File: src/sv/circular_spacing_run_scorer_macros.svh
// Assertion macros shared by the RTL files of the spacing run scorer.
// Each macro checks on the rising edge of the given clock and is disabled
// while the given active-low reset is asserted.
`ifndef CIRCULAR_SPACING_RUN_SCORER_MACROS_SVH
`define CIRCULAR_SPACING_RUN_SCORER_MACROS_SVH

`ifndef ASSERT_OFF

// The property must hold at every clock edge outside reset.
`define CSRS_ASSERT_ALWAYS(label, clock, reset_n, prop) \
    label: assert property (@(posedge clock) disable iff (!reset_n) (prop)) \
        else $error("assertion failed");

// Whenever the antecedent holds, the consequent must hold in the same cycle.
`define CSRS_ASSERT_IMPLY(label, clock, reset_n, ante, cons) \
    label: assert property (@(posedge clock) disable iff (!reset_n) (ante) |-> (cons)) \
        else $error("implication failed");

// Whenever the antecedent holds, the consequent must hold in the next cycle.
`define CSRS_ASSERT_NEXT(label, clock, reset_n, ante, cons) \
    label: assert property (@(posedge clock) disable iff (!reset_n) (ante) |=> (cons)) \
        else $error("next-cycle implication failed");

`else

`define CSRS_ASSERT_ALWAYS(label, clock, reset_n, prop)
`define CSRS_ASSERT_IMPLY(label, clock, reset_n, ante, cons)
`define CSRS_ASSERT_NEXT(label, clock, reset_n, ante, cons)

`endif

`endif

File: src/sv/csrs_pkg.sv
`timescale 1ns / 1ps

package csrs_pkg;

    // Store and field sizes.
    localparam int MAX_ANGLES = 64;
    localparam int ANGLE_BITS = 16;
    localparam int COUNT_W    = $clog2(MAX_ANGLES + 1);
    localparam int IDX_W      = $clog2(MAX_ANGLES);
    localparam int STEP_W     = $clog2(2 * MAX_ANGLES);
    localparam int GAP_W      = ANGLE_BITS + 1;
    localparam int TOL_W      = 16;
    localparam int RUN_W      = 8;

    // Stream data widths, rounded up to whole bytes.
    localparam int IN_TDATA_W  = ((ANGLE_BITS + 7) / 8) * 8;
    localparam int OUT_FIELD_W = RUN_W + 1;
    localparam int OUT_TDATA_W = ((OUT_FIELD_W + 7) / 8) * 8;

    // Constants of the scoring rule.
    localparam logic [TOL_W-1:0] TOL_RESET = TOL_W'(364);
    localparam logic [RUN_W-1:0] RUN_LIMIT = RUN_W'(255);
    localparam logic [RUN_W-1:0] RUN_ONE   = RUN_W'(1);
    localparam logic [GAP_W-1:0] FULL_TURN = GAP_W'(1) << ANGLE_BITS;

    // Operation broadcast to every cell of the sorting chain.
    typedef struct packed {
        logic insert;
        logic rotate;
    } cell_ctrl_t;

    // One gap handed from the chain head to the run scorer.
    typedef struct packed {
        logic             valid;
        logic             init;
        logic [GAP_W-1:0] gap;
    } gap_beat_t;

endpackage

File: src/sv/circular_spacing_run_scorer.sv
`timescale 1ns / 1ps

// Circular spacing run scorer. Angles (fractions of a turn, 65536 = one turn)
// arrive one transaction per cycle and drop into a chain of insertion-sort cells
// that keeps them in ascending order; up to 64 are held and later ones are
// dropped and reported as overflow. The transaction marked tlast closes the set:
// the chain then rotates its n angles past its head, one per cycle, and a run
// scorer forms the circular gaps and tracks the longest run of gaps within
// gap_tolerance of the gap that opened the run, over the gap list taken twice.
// While collecting, an angle is taken every cycle. After the closing angle the
// input is held off through the rotation of the cell chain (one gap per cycle),
// the pipeline flush and the result handoff, and longer if the previous result
// has not yet been taken. The store needs no clearing after reset. Write
// gap_tolerance only while the block is idle.

`include "circular_spacing_run_scorer_macros.svh"

module circular_spacing_run_scorer (
    input  logic                                 clk,
    input  logic                                 rst_n,
    // Configuration: gap_tolerance.
    input  logic                                 cfg_we,
    input  logic [csrs_pkg::TOL_W-1:0]           cfg_data,
    // Input stream. tdata: angle [15:0].
    input  logic                                 s_tvalid,
    output logic                                 s_tready,
    input  logic [csrs_pkg::IN_TDATA_W-1:0]      s_tdata,
    input  logic                                 s_tlast,
    // Result stream. tdata: longest_run [7:0], overflow [8], zero [15:9].
    output logic                                 m_tvalid,
    input  logic                                 m_tready,
    output logic [csrs_pkg::OUT_TDATA_W-1:0]     m_tdata
);
    import csrs_pkg::*;

    typedef enum logic [1:0] {
        S_COLLECT,
        S_SCAN,
        S_FLUSH,
        S_DONE
    } state_t;

    state_t                  state_reg;
    logic [TOL_W-1:0]        tol_reg;
    logic [COUNT_W-1:0]      count_reg;
    logic [ANGLE_BITS-1:0]   max_reg;
    logic [ANGLE_BITS-1:0]   prev_reg;
    logic [STEP_W-1:0]       step_reg;
    logic [IDX_W-1:0]        idx_reg;
    logic                    ovf_seen_reg;
    logic                    ovf_result_reg;
    gap_beat_t               beat_reg;
    logic                    m_tvalid_reg;
    logic [OUT_TDATA_W-1:0]  m_tdata_reg;

    logic                    s_accept;
    logic                    store_full;
    logic [ANGLE_BITS-1:0]   angle;
    logic [ANGLE_BITS-1:0]   max_next;
    cell_ctrl_t              cell_ctrl;
    logic [ANGLE_BITS-1:0]   cell_value [MAX_ANGLES];
    logic                    cell_gt [MAX_ANGLES];
    logic [ANGLE_BITS-1:0]   head;
    logic [GAP_W-1:0]        gap;
    logic                    idx_last;
    logic                    step_last;
    logic [RUN_W-1:0]        best_run;

    assign angle      = s_tdata[ANGLE_BITS-1:0];
    assign s_tready   = (state_reg == S_COLLECT);
    assign s_accept   = s_tvalid && s_tready;
    assign store_full = (count_reg == COUNT_W'(MAX_ANGLES));

    // Largest angle of the set, which is the tail of the sorted chain.
    assign max_next = ((count_reg == '0) || (angle > max_reg)) ? angle : max_reg;

    assign cell_ctrl.insert = s_accept && !store_full;
    assign cell_ctrl.rotate = (state_reg == S_SCAN);

    // Insertion-sort cell chain.
    assign head = cell_value[0];

    for (genvar i = 0; i < MAX_ANGLES; i++)
    begin : g_cell
        logic [ANGLE_BITS-1:0] prev_value;
        logic                  prev_gt;
        logic [ANGLE_BITS-1:0] next_value;

        if (i == 0)
        begin : g_first
            assign prev_value = angle;
            assign prev_gt    = 1'b0;
        end
        else
        begin : g_inner
            assign prev_value = cell_value[i-1];
            assign prev_gt    = cell_gt[i-1];
        end

        if (i == MAX_ANGLES - 1)
        begin : g_end
            assign next_value = head;
        end
        else
        begin : g_mid
            assign next_value = cell_value[i+1];
        end

        csrs_cell u_cell (
            .clk        (clk),
            .ctrl       (cell_ctrl),
            .angle_in   (angle),
            .prev_value (prev_value),
            .prev_gt    (prev_gt),
            .next_value (next_value),
            .head_value (head),
            .is_valid   (count_reg > COUNT_W'(i)),
            .is_tail    (count_reg == COUNT_W'(i + 1)),
            .value      (cell_value[i]),
            .gt         (cell_gt[i])
        );
    end

    // Gap ending at the head angle; at sorted index zero it wraps a full turn.
    assign gap = {1'b0, head} - {1'b0, prev_reg} + ((idx_reg == '0) ? FULL_TURN : '0);

    assign idx_last  = ({1'b0, idx_reg} == (count_reg - COUNT_W'(1)));
    assign step_last = ({1'b0, step_reg} + (STEP_W + 1)'(1)) == {count_reg, 1'b0};

    // Run scorer.
    csrs_scan u_scan (
        .clk       (clk),
        .rst_n     (rst_n),
        .beat      (beat_reg),
        .tolerance (tol_reg),
        .best_run  (best_run)
    );

    // Control, collection state and result register.
    always_ff @(posedge clk or negedge rst_n)
    begin
        if (!rst_n)
        begin
            state_reg      <= S_COLLECT;
            tol_reg        <= TOL_RESET;
            count_reg      <= '0;
            max_reg        <= '0;
            prev_reg       <= '0;
            step_reg       <= '0;
            idx_reg        <= '0;
            ovf_seen_reg   <= 1'b0;
            ovf_result_reg <= 1'b0;
            beat_reg       <= '0;
            m_tvalid_reg   <= 1'b0;
            m_tdata_reg    <= '0;
        end
        else
        begin
            if (cfg_we)
            begin
                tol_reg <= cfg_data;
            end

            // Result valid rises when a score is loaded and drops once it is taken.
            if ((state_reg == S_DONE) && (!m_tvalid_reg || m_tready))
            begin
                m_tvalid_reg <= 1'b1;
            end
            else if (m_tvalid_reg && m_tready)
            begin
                m_tvalid_reg <= 1'b0;
            end

            // A gap beat goes to the scorer on every scan cycle.
            beat_reg.valid <= (state_reg == S_SCAN);

            unique case (state_reg)
                S_COLLECT:
                begin
                    if (s_accept)
                    begin
                        if (!store_full)
                        begin
                            count_reg <= count_reg + COUNT_W'(1);
                            max_reg   <= max_next;
                        end
                        if (s_tlast)
                        begin
                            ovf_result_reg <= ovf_seen_reg || store_full;
                            ovf_seen_reg   <= 1'b0;
                            prev_reg       <= store_full ? max_reg : max_next;
                            step_reg       <= '0;
                            idx_reg        <= '0;
                            state_reg      <= S_SCAN;
                        end
                        else if (store_full)
                        begin
                            ovf_seen_reg <= 1'b1;
                        end
                    end
                end
                S_SCAN:
                begin
                    beat_reg.init  <= (step_reg == '0);
                    beat_reg.gap   <= gap;
                    prev_reg       <= head;
                    step_reg       <= step_reg + STEP_W'(1);
                    idx_reg        <= idx_last ? '0 : idx_reg + IDX_W'(1);
                    if (step_last)
                    begin
                        state_reg <= S_FLUSH;
                    end
                end
                S_FLUSH:
                begin
                    state_reg <= S_DONE;
                end
                S_DONE:
                begin
                    if (!m_tvalid_reg || m_tready)
                    begin
                        m_tdata_reg  <= OUT_TDATA_W'({ovf_result_reg, best_run});
                        count_reg    <= '0;
                        state_reg    <= S_COLLECT;
                    end
                end
                default:
                begin
                    state_reg <= S_COLLECT;
                end
            endcase
        end
    end

    assign m_tvalid = m_tvalid_reg;
    assign m_tdata  = m_tdata_reg;

    // A scan always has at least one angle and never runs past 2n gaps.
    `CSRS_ASSERT_IMPLY(a_scan_has_angles, clk, rst_n, state_reg == S_SCAN, count_reg != '0)
    `CSRS_ASSERT_ALWAYS(a_count_in_range, clk, rst_n, count_reg <= COUNT_W'(MAX_ANGLES))
    `CSRS_ASSERT_IMPLY(a_step_bounded, clk, rst_n, state_reg == S_SCAN,
        ({1'b0, step_reg} < {count_reg, 1'b0}) && ({1'b0, idx_reg} < count_reg))

endmodule

File: src/sv/csrs_cell.sv
`timescale 1ns / 1ps

module csrs_cell (
    input  logic                               clk,
    input  csrs_pkg::cell_ctrl_t               ctrl,
    input  logic [csrs_pkg::ANGLE_BITS-1:0]    angle_in,
    input  logic [csrs_pkg::ANGLE_BITS-1:0]    prev_value,
    input  logic                               prev_gt,
    input  logic [csrs_pkg::ANGLE_BITS-1:0]    next_value,
    input  logic [csrs_pkg::ANGLE_BITS-1:0]    head_value,
    input  logic                               is_valid,
    input  logic                               is_tail,
    output logic [csrs_pkg::ANGLE_BITS-1:0]    value,
    output logic                               gt
);
    import csrs_pkg::*;

    logic [ANGLE_BITS-1:0] value_reg;
    logic [ANGLE_BITS-1:0] value_next;

    // An empty cell counts as larger than any incoming angle.
    assign gt    = !is_valid || (value_reg > angle_in);
    assign value = value_reg;

    // Insert: cells above the new angle shift up by one, the first of them takes
    // the new angle. Rotate: each cell takes its upper neighbor, the tail takes
    // the head, so the sorted set circulates past the head.
    always_comb
    begin
        value_next = value_reg;
        if (ctrl.insert)
        begin
            if (gt)
            begin
                value_next = prev_gt ? prev_value : angle_in;
            end
        end
        else if (ctrl.rotate)
        begin
            value_next = is_tail ? head_value : next_value;
        end
    end

    always_ff @(posedge clk)
    begin
        value_reg <= value_next;
    end

endmodule

File: src/sv/csrs_scan.sv
`timescale 1ns / 1ps

`include "circular_spacing_run_scorer_macros.svh"

module csrs_scan (
    input  logic                           clk,
    input  logic                           rst_n,
    input  csrs_pkg::gap_beat_t            beat,
    input  logic [csrs_pkg::TOL_W-1:0]     tolerance,
    output logic [csrs_pkg::RUN_W-1:0]     best_run
);
    import csrs_pkg::*;

    logic [GAP_W-1:0] ref_gap_reg;
    logic [GAP_W-1:0] ref_gap_next;
    logic [RUN_W-1:0] cur_run_reg;
    logic [RUN_W-1:0] cur_run_next;
    logic [RUN_W-1:0] best_run_reg;
    logic [RUN_W-1:0] best_run_next;
    logic [GAP_W-1:0] gap_diff;
    logic             gap_match;

    // Distance between this gap and the gap that opened the run.
    assign gap_diff  = (beat.gap >= ref_gap_reg) ? (beat.gap - ref_gap_reg)
                                                 : (ref_gap_reg - beat.gap);
    assign gap_match = gap_diff <= GAP_W'(tolerance);

    // The opening beat seeds the run; later beats extend or restart it.
    always_comb
    begin
        ref_gap_next  = ref_gap_reg;
        cur_run_next  = cur_run_reg;
        best_run_next = best_run_reg;
        if (beat.valid)
        begin
            if (beat.init)
            begin
                ref_gap_next  = beat.gap;
                cur_run_next  = RUN_ONE;
                best_run_next = RUN_ONE;
            end
            else
            begin
                if (gap_match)
                begin
                    if (cur_run_reg < RUN_LIMIT)
                    begin
                        cur_run_next = cur_run_reg + RUN_ONE;
                    end
                end
                else
                begin
                    cur_run_next = RUN_ONE;
                    ref_gap_next = beat.gap;
                end
                if (cur_run_next > best_run_reg)
                begin
                    best_run_next = cur_run_next;
                end
            end
        end
    end

    always_ff @(posedge clk or negedge rst_n)
    begin
        if (!rst_n)
        begin
            ref_gap_reg  <= '0;
            cur_run_reg  <= RUN_ONE;
            best_run_reg <= RUN_ONE;
        end
        else
        begin
            ref_gap_reg  <= ref_gap_next;
            cur_run_reg  <= cur_run_next;
            best_run_reg <= best_run_next;
        end
    end

    assign best_run = best_run_reg;

    // The best run always covers the current one, and neither drops to zero.
    `CSRS_ASSERT_ALWAYS(a_cur_within_best, clk, rst_n, cur_run_reg <= best_run_reg)
    `CSRS_ASSERT_ALWAYS(a_run_nonzero, clk, rst_n, (cur_run_reg != '0) && (best_run_reg != '0))
    `CSRS_ASSERT_NEXT(a_init_restarts, clk, rst_n, beat.valid && beat.init,
        (cur_run_reg == RUN_ONE) && (best_run_reg == RUN_ONE))

endmodule
File: config.mk
export PLATFORM = sky130hd
export DESIGN_NAME = circular_spacing_run_scorer
export DESIGN_NICKNAME = d
export VERILOG_FILES = /design/src/sv/csrs_pkg.sv /design/src/sv/circular_spacing_run_scorer.sv /design/src/sv/csrs_cell.sv /design/src/sv/csrs_scan.sv
export VERILOG_INCLUDE_DIRS = /design/src /design/src/sv
export SDC_FILE = /design/constraint.sdc
export NUM_CORES = 2
export LEC_CHECK = 0
export BUFFER_PORTS_ARGS = -buffer_cell sky130_fd_sc_hd__buf_2
export CELL_PAD_IN_SITES_DETAIL_PLACEMENT = 0
export CELL_PAD_IN_SITES_GLOBAL_PLACEMENT = 1
export CORE_UTILIZATION = 55
export CTS_BUF_LIST = sky130_fd_sc_hd__clkbuf_8
export DETAILED_ROUTE_END_ITERATION = 6
export GPL_ROUTABILITY_DRIVEN = 0
export PLACE_DENSITY_LB_ADDON = 0.25
export SYNTH_ARGS = -nofsm -noshare
export SYNTH_HDL_FRONTEND = slang
export SYNTH_HIERARCHICAL = 1
export SYNTH_SLANG_ARGS = --single-unit
File: constraint.sdc
create_clock -name clk -period 8.79 [get_ports clk]
set_clock_uncertainty 0.15 [all_clocks]
set_input_delay 1.3185 -clock clk [delete_from_list [all_inputs] [get_ports clk]]
set_output_delay 1.3185 -clock clk [all_outputs]
set_load 0.005 [all_outputs]
==> results.yml <==
clock_tree:
  root_buffer: "clkbuf_8"
  clk_pin_slew_ns: 0.06
  cts_resized: 0
  h-tree-depth: 4
  cts_sinks: 1158
  cts_buffers: 216
  cts_setup_buffers: 0
  cts_buffer_depth: 3
  clk_latency_ns: 1.01
  cts_tree: "built"
  holdBufCountCts: 0
synth:
  syn_avg_cell_area_sq_um: 9.376
  syn-cell-area_sq_um: 102400
  synth_cells: 10922
  yosys_warnings: 6
power_and_ir_drop:
  power.share.sequential_pct: 46.9
  share_comb_of_total_power_pct: 13.5
  clockPowerShare_pct: 39.6
  internal-power_uw: 9119
  switching_share_pct: 28.49
  peakVddDrop_v: 0.0001597
  p_leak_uw: 0.04430
  p_switching_uw: 3633
  power_density_nw_per_um2: 116.5
sta:
  fin_crit_sh_pct: 80.17
  setup-violations-final: 0
  rsz0062_at_grt: "no"
  slew_violations: 0
  hold_violations: 0
  worst_slew_pin_slew_ns: 1.437
  layout_setup_ws_ns: 1.743
  min_period_ns: 7.047
  setup_tns_ns: 0
  max_freq_mhz: 141.9
  relSlewSlack_pct: 4.230
  fin_hold_ws_ns: 0.2289
drt:
  drc: 0
  met3_length_microns: 22490
  first_iter_violations: 7642
  wl_per_cell_microns: 23.98
  met1_length_microns: 137100
  vias_per_cell: 6.453
  dr.pass1.iters: 6
  top_layer: "met4"
  routed_wl_microns: 322100
  antenna_left: 0
  vias: 86655
  route.met2.wl_microns: 147600
global_routing:
  track_usage_pct: 33.52
  grt_pass1_vias: 84801
  antenna_found_initial: 7
  grt_pass1_wl_microns: 496800
  grt_overflow: 0
  grt_max_degree: 201
critical_path:
  critical-path-max-stage-delay_ns: 0.67
  cp_data_required_time_ns: 9.51
  worst_setup_path_start_kind: "register"
  arrival_ns: 7.77
  end_kind: "register"
  crit_path_top_delay_cell: "o21ai_1"
  critPathKind: "reg -> reg"
  critPathMaxFanout: 23
  crit_top_cell: "a21oi_1"
floorplan:
  core_sq_um: 185200
  die_w_microns: 433.5
  rows: 158
  dieArea_sq_um: 187900
  die_y_microns: 433.5
  start_util_pct: 55.28
  ios: 56
placement:
  io_buffers: 48
  dp_cells: 13026
  post-place-ws_ns: 1.809
  dp_hpwl_microns: 221400
  postPlaceCellArea_sq_um: 105500
finish:
  n_fill_cell: 16155
  final_cell_area_sq_um: 109500
  largest_reg_flops: 1024
  instances_no_fill: 13428
  areaGrowthSynthToFinish_pct: 6.907
  drive_gt1_share_pct: 9.841
  nets: 11931
job:
  cap_violations: 0
min_path:
  hold_path_class: "in -> async"
run_status:
  status: "completed"
-- worst max-delay path: cells and delay by family, from the launching register on --
family	cells	cell delay, ns
AO/OA/AOI/OAI	17	3.86
AND/OR/NAND/NOR	3	0.95
adder cells (fa/ha/maj)	3	0.94
multiplexers	1	0.42
flip-flops	1	0.37
XOR/XNOR	1	0.20
buffers and inverters	1	0.07
-- layout make-up --
class | count | area, sq um | share of cell area (%)
diodes | 4 | 10.01 | 0.009143
clock buffers | 240 | 3303 | 3.017
repair buffers | 262 | 2216 | 2.024
multi-input cells | 7857 | 61280 | 55.97
clock inverters | 158 | 689.4 | 0.6297
flip-flops and latches | 1158 | 34110 | 31.16
inverters | 1269 | 4763 | 4.351
well taps | 2480 | 3103 | 2.834
-- path summary, 6_finish.rpt --
| check | endpoint | cells past startpoint | startpoint | slack (ns) |
|---|---|---|---|---|
| worst max-delay path | u_scan/best_run[6] | 26 | beat_reg[12] | 1.74 |
| worst max register to register | u_scan/best_run[6] | 26 | beat_reg[12] | 1.74 |
| min in group clk | u_scan/ref_gap_reg[16] | 1 | u_scan/ref_gap_reg[16] | 0.34 |
| worst min register to register | u_scan/ref_gap_reg[16] | 1 | u_scan/ref_gap_reg[16] | 0.34 |
| worst min-delay path | u_scan/ref_gap_reg[0] | 1 | rst_n | 0.23 |
| max in group asynchronous | prev_reg[11] | 2 | rst_n | 6.89 |
-- power by group through the flow --
stage	Sequential [uW]	Combinational [uW]	Clock (uW)
final	5980	1720	5050
after global routing	5980	1900	5360
after CTS	5980	1700	5140
after detailed placement	6090	1690	0
after global placement	6090	1620	0
after floorplan	6080	1190	0
-- stage by stage --
| stage | total power (uW) | utilization (%) |
|---|---|---|
| finish | 12750 | 59.10 |
| global placement | 7706 | 56.94 |
| CTS | 12820 | 59.09 |
| global route | 13240 | 59.10 |
| detailed placement | 7785 | 56.94 |
| floorplan | 7267 | - |
-- layout by cell type (no fill, tap or decap), types with 70 or more instances in the layout --
master       n
nand4_1    207
nor3_2      70
buf_4      193
a211oi_1  1031
clkbuf_8   240
o21ai_0    216
mux2i_1   1068
dfrtp_1    127
edfxtp_1  1024
nor2_1      70
nand3_1    168
inv_1     1345
a21o_1     145
nor2b_1   1058
ha_1      1125
a21oi_1   1543
nand2_1    321
-- layer usage --
metal / up-vias / GRT usage [%]
met4: 0 / 15.03
met2: 3273 / 54.00
met1: 42518 / 44.79
met3: 755 / 4.464
li1: 40109 / -
met5: - / 0
(Power assumes the default switching activity.)
